--- src/hdl/sit_pkg.sv ---
// ----------------------------------------------------------------------------
// Segment intersection test package
// Shared types and fixed field widths for the segment intersection pipeline.
// ----------------------------------------------------------------------------
package sit_pkg;

  localparam int FIELD_W    = 16;
  localparam int NUM_FIELDS = 8;
  localparam int IN_DATA_W  = FIELD_W * NUM_FIELDS;
  localparam int OUT_DATA_W = 8;

  // Load enables of the three pipeline registers inside the orientation unit.
  typedef struct packed {
    logic s1;
    logic s2;
    logic s3;
  } stage_en_t;

  // Endpoint and identity tests that travel beside the orientation signs.
  typedef struct packed {
    logic in_a;
    logic in_b;
    logic in_c;
    logic in_d;
    logic ident;
  } flags_t;

endpackage

--- src/hdl/sit_orient.sv ---
// ----------------------------------------------------------------------------
// Orientation unit
// Three-stage pipelined sign of the cross product (q - p) x (r - p).
// ----------------------------------------------------------------------------
module sit_orient #(
  parameter int W = 16
) (
  input  logic                clk,
  input  sit_pkg::stage_en_t  en,
  input  logic signed [W-1:0] px,
  input  logic signed [W-1:0] py,
  input  logic signed [W-1:0] qx,
  input  logic signed [W-1:0] qy,
  input  logic signed [W-1:0] rx,
  input  logic signed [W-1:0] ry,
  output logic                gt,
  output logic                lt
);

  localparam int DW = W + 1;
  localparam int PW = 2 * DW;

  logic signed [DW-1:0] qpx_r, qpy_r, rpx_r, rpy_r;
  logic signed [DW-1:0] qpx_nxt, qpy_nxt, rpx_nxt, rpy_nxt;
  logic signed [PW-1:0] lhs_r, rhs_r, lhs_nxt, rhs_nxt;
  logic                 gt_r, lt_r;

  assign qpx_nxt = DW'(qx) - DW'(px);
  assign qpy_nxt = DW'(qy) - DW'(py);
  assign rpx_nxt = DW'(rx) - DW'(px);
  assign rpy_nxt = DW'(ry) - DW'(py);

  assign lhs_nxt = PW'(qpx_r) * PW'(rpy_r);
  assign rhs_nxt = PW'(qpy_r) * PW'(rpx_r);

  always_ff @(posedge clk) begin
    if (en.s1) begin
      qpx_r <= qpx_nxt;
      qpy_r <= qpy_nxt;
      rpx_r <= rpx_nxt;
      rpy_r <= rpy_nxt;
    end
    if (en.s2) begin
      lhs_r <= lhs_nxt;
      rhs_r <= rhs_nxt;
    end
    if (en.s3) begin
      gt_r <= lhs_r > rhs_r;
      lt_r <= lhs_r < rhs_r;
    end
  end

  assign gt = gt_r;
  assign lt = lt_r;

endmodule

--- config.mk ---
export PLATFORM = sky130hd
export DESIGN_NAME = sit_orient
export DESIGN_NICKNAME = d
export VERILOG_FILES = /design/src/hdl/sit_pkg.sv /design/src/hdl/sit_orient.sv
export SDC_FILE = /design/constraint.sdc
export NUM_CORES = 2
export LEC_CHECK = 0
export BUFFER_PORTS_ARGS = -buffer_cell sky130_fd_sc_hd__buf_2
export CAP_MARGIN = 20
export CORE_MARGIN = 2
export CORE_UTILIZATION = 60
export DETAILED_ROUTE_END_ITERATION = 8
export GPL_TIMING_DRIVEN = 0
export PLACE_DENSITY = 0.92
export SYNTH_ARGS = -nofsm -noshare
export SYNTH_HDL_FRONTEND = slang
export SYNTH_SLANG_ARGS = --single-unit
--- constraint.sdc ---
create_clock -name clk -period 6.65 [get_ports clk]
set_input_delay 1.33 -clock clk [delete_from_list [all_inputs] [get_ports clk]]
set_output_delay 1.33 -clock clk [all_outputs]
set_load 0.05 [all_outputs]
==> flow_metrics.py <==
metrics = {
    "outcome": {
        "status": "finished, violations left",
        "violations": "negative setup slack",
    },
    "floorplanning": {
        "start_util": 0.607,
        "dieArea_um2": 51300,
        "die_y_um": 227,
        "io_pins": 102,
        "die_w_um": 227,
        "rows": 81,
        "core_um2": 49000,
    },
    "yosys": {
        "synth_cell_type_count": 61,
        "ys_ff_latch": 138,
        "ys_seq_area_frac": 0.139,
        "ys_async_sr_fraction": 0,
        "synthCells": 3073,
        "synth_area_leaders": "fa_1 (40%), edfxtp_1 (14%), ha_1 (11%), inv_1 (8.9%), and2_1 (6.2%)",
        "synth_warnings": 0,
        "syn_nets": 4037,
        "synth_area_per_cell_um2": 9.67,
        "synth_flop_cell": "edfxtp_1",
        "synthTopCellsByCount": "inv_1 (706), fa_1 (596), nand2_1 (304)",
        "yosysTopAreaCell": "fa_1",
        "synth_top_area_share": 0.402,
        "syn_area_um2": 29700,
        "synth_edf_count": 138,
        "yosysMostFrequentCell": "inv_1",
    },
    "placed_design": {
        "globalplace.congestion": 1.00,
        "dp_slack_ps": -779,
        "dp_cells": 3839,
        "port_buffers": 101,
        "hpwl_um": 65000,
    },
    "global_route": {
        "grt.met2_usage": 0.540,
        "use_met3": 0.106,
        "grt_usage": 0.341,
        "grt_pass1_wl_um": 132000,
        "grt_antenna_before_repair": 7,
        "grt_overflow": 0,
        "grt_pass1_vias": 25134,
        "grt_max_degree": 69,
        "top_usage_layer": "met2",
        "gr-usage-met1": 0.402,
    },
    "timing": {
        "fin_crit_ps": 6940,
        "setup_ws_ps": -287,
        "finalCritPeriodShare": 1.04,
        "worst_pin_slew_ps": 1220,
        "fmax_mhz": 144,
        "finalMaxSlewViolations": 0,
        "hold_viol": 0,
        "slew_headroom": 0.182,
        "finalSetupViolCount": 5,
        "worst_clock_skew_ps": 15.9,
    },
    "routing": {
        "drt_iter0_markers": 2812,
        "num_vias": 23823,
        "wire_per_inst_um": 22.1,
        "via_per_inst": 6.02,
        "drc": 0,
        "drtAntennaViolNets": 0,
        "wirelength_um": 87400,
        "first_pass_iters": 9,
    },
    "setup_path": {
        "crit_start": "rpy_r[12]",
        "regToRegStartpoint": "rpy_r[12]",
        "end_kind": "flip-flop",
        "critPathArrivalTime_ps": 7110,
        "cp.required_ps": 6830,
        "start_kind": "flip-flop",
        "crit_fanout": 5,
        "criticalPathCategory": "reg -> reg",
    },
    "final_layout": {
        "finalCoreUtilization": 0.668,
        "drive_gt1_frac": 0.104,
        "nets": 4241,
        "syn2layout_area_growth_pct": 10.0,
        "final_cells": 3959,
    },
    "clock_network": {
        "cts_max_level": 4,
        "cts.sinks": 138,
        "insertion_delay_ps": 450,
        "root_buffer": "clkbuf_16",
        "cts_tree": "done",
        "numCtsBuffers": 17,
        "cts.reportedPaths.clkPinSlew_ps": 70,
        "clockBufferDepth": 2,
        "holdBufCountCts": 0,
    },
    "flow_run": {
        "maxCapViolCount": 0,
    },
    "min_path": {
        "worstHoldPathType": "reg -> reg",
        "min_from": "rpx_r[0]",
    },
}
final timing paths:
check / end / slack, ps / cells past startpoint
min reg2reg: rhs_r[0] / 760 / 1
max reg2reg: lhs_r[33] / -290 / 18
min: rhs_r[0] / 760 / 1
max: lhs_r[33] / -290 / 18
sequential cells by signal, summed over array words and instances (netlist names):
signal,cells
gt,1
lhs_r,34
lt,1
qpx_r,17
qpy_r,17
rhs_r,34
rpx_r,17
rpy_r,17
per-stage QoR:
stage | TNS, ps | area [um^2] | hold WS [ps]
2_1_floorplan | 0 | 29700 | 610
4_1_cts | 0 | 32100 | 774
3_5_place_dp | -8900 | 31100 | 731
3_3_place_gp | -5610 | 31100 | 705
5_1_grt | -844 | 32700 | 769
6_report | -514 | 32700 | 764
routing by layer:
metal | vias up | share of wire
met5 | - | 0.00039
met1 | 11540 | 0.33
met3 | 546 | 0.13
met2 | 1831 | 0.45
met4 | 6 | 0.088
li1 | 9900 | -
worst max-delay path, stage by stage, from the launching register on:
cell	delay (ps)
edfxtp_1	530
buf_4	240
buf_4	170
and2_1	180
fa_1	640
inv_1	120
fa_1	480
inv_1	60
fa_1	500
inv_1	50
fa_1	480
inv_1	50
fa_1	510
fa_1	460
ha_1	290
nor3_1	990
o311ai_4	330
a2111oi_2	450
nor3b_1	120
logic make-up after synthesis:
| kind of cell | share of synthesized area |
|---|---|
| buffers and inverters | 0.0995 |
| flip-flops | 0.139 |
| AO/OA/AOI/OAI | 0.0660 |
| adder cells (fa/ha/maj) | 0.514 |
| multiplexers | 0.00101 |
| XOR/XNOR | 0.0315 |
| AND/OR/NAND/NOR | 0.148 |
area by class of cell:
type | instances | area, um^2
Fill cell | 3260 | 16300
Multi-Input combinational cell | 2147 | 22800
Antenna cell | 5 | 12.5
Buffer | 72 | 433
Tap cell | 664 | 831
Timing Repair Buffer | 195 | 1230
Inverter | 706 | 2650
Clock inverter | 15 | 176
Clock buffer | 17 | 425
Sequential cell | 138 | 4140
layout by cell type, fill, tap and decap left out, types with 6 or more instances in the layout:
cell	netlist	final
o21ai_1	7	8
o211ai_1	7	7
a21oi_1	86	83
or3_1	12	12
o21a_1	16	16
xnor2_1	85	85
o21ai_0	50	47
nand4_1	13	13
and2_1	296	296
clkbuf_2	0	32
inv_1	706	703
xor2_1	22	22
nor2_1	102	100
o31ai_1	9	7
buf_2	0	111
nor3_1	41	40
clkbuf_16	0	17
fa_1	596	589
a211oi_1	18	17
nand3_1	35	35
a31oi_1	10	9
nand2_1	304	304
ha_1	268	258
ha_2	0	6
and3_1	17	17
a21boi_0	7	7
o21bai_1	8	8
edfxtp_1	138	138
fa_2	0	7
a21o_1	31	31
buf_4	0	99
clkbuf_4	0	12
nand2b_1	22	22
nor2b_1	15	15
timing repair:
item,CTS,global route
setup buffers,41,52
pin swaps,1,17
endpoints found under the setup margin,25,20
resized for setup,79,106
hold endpoints to repair,0,0
Power is not shown: default switching activity piles up to over one toggle a cycle in this logic, so the estimate is an artifact.
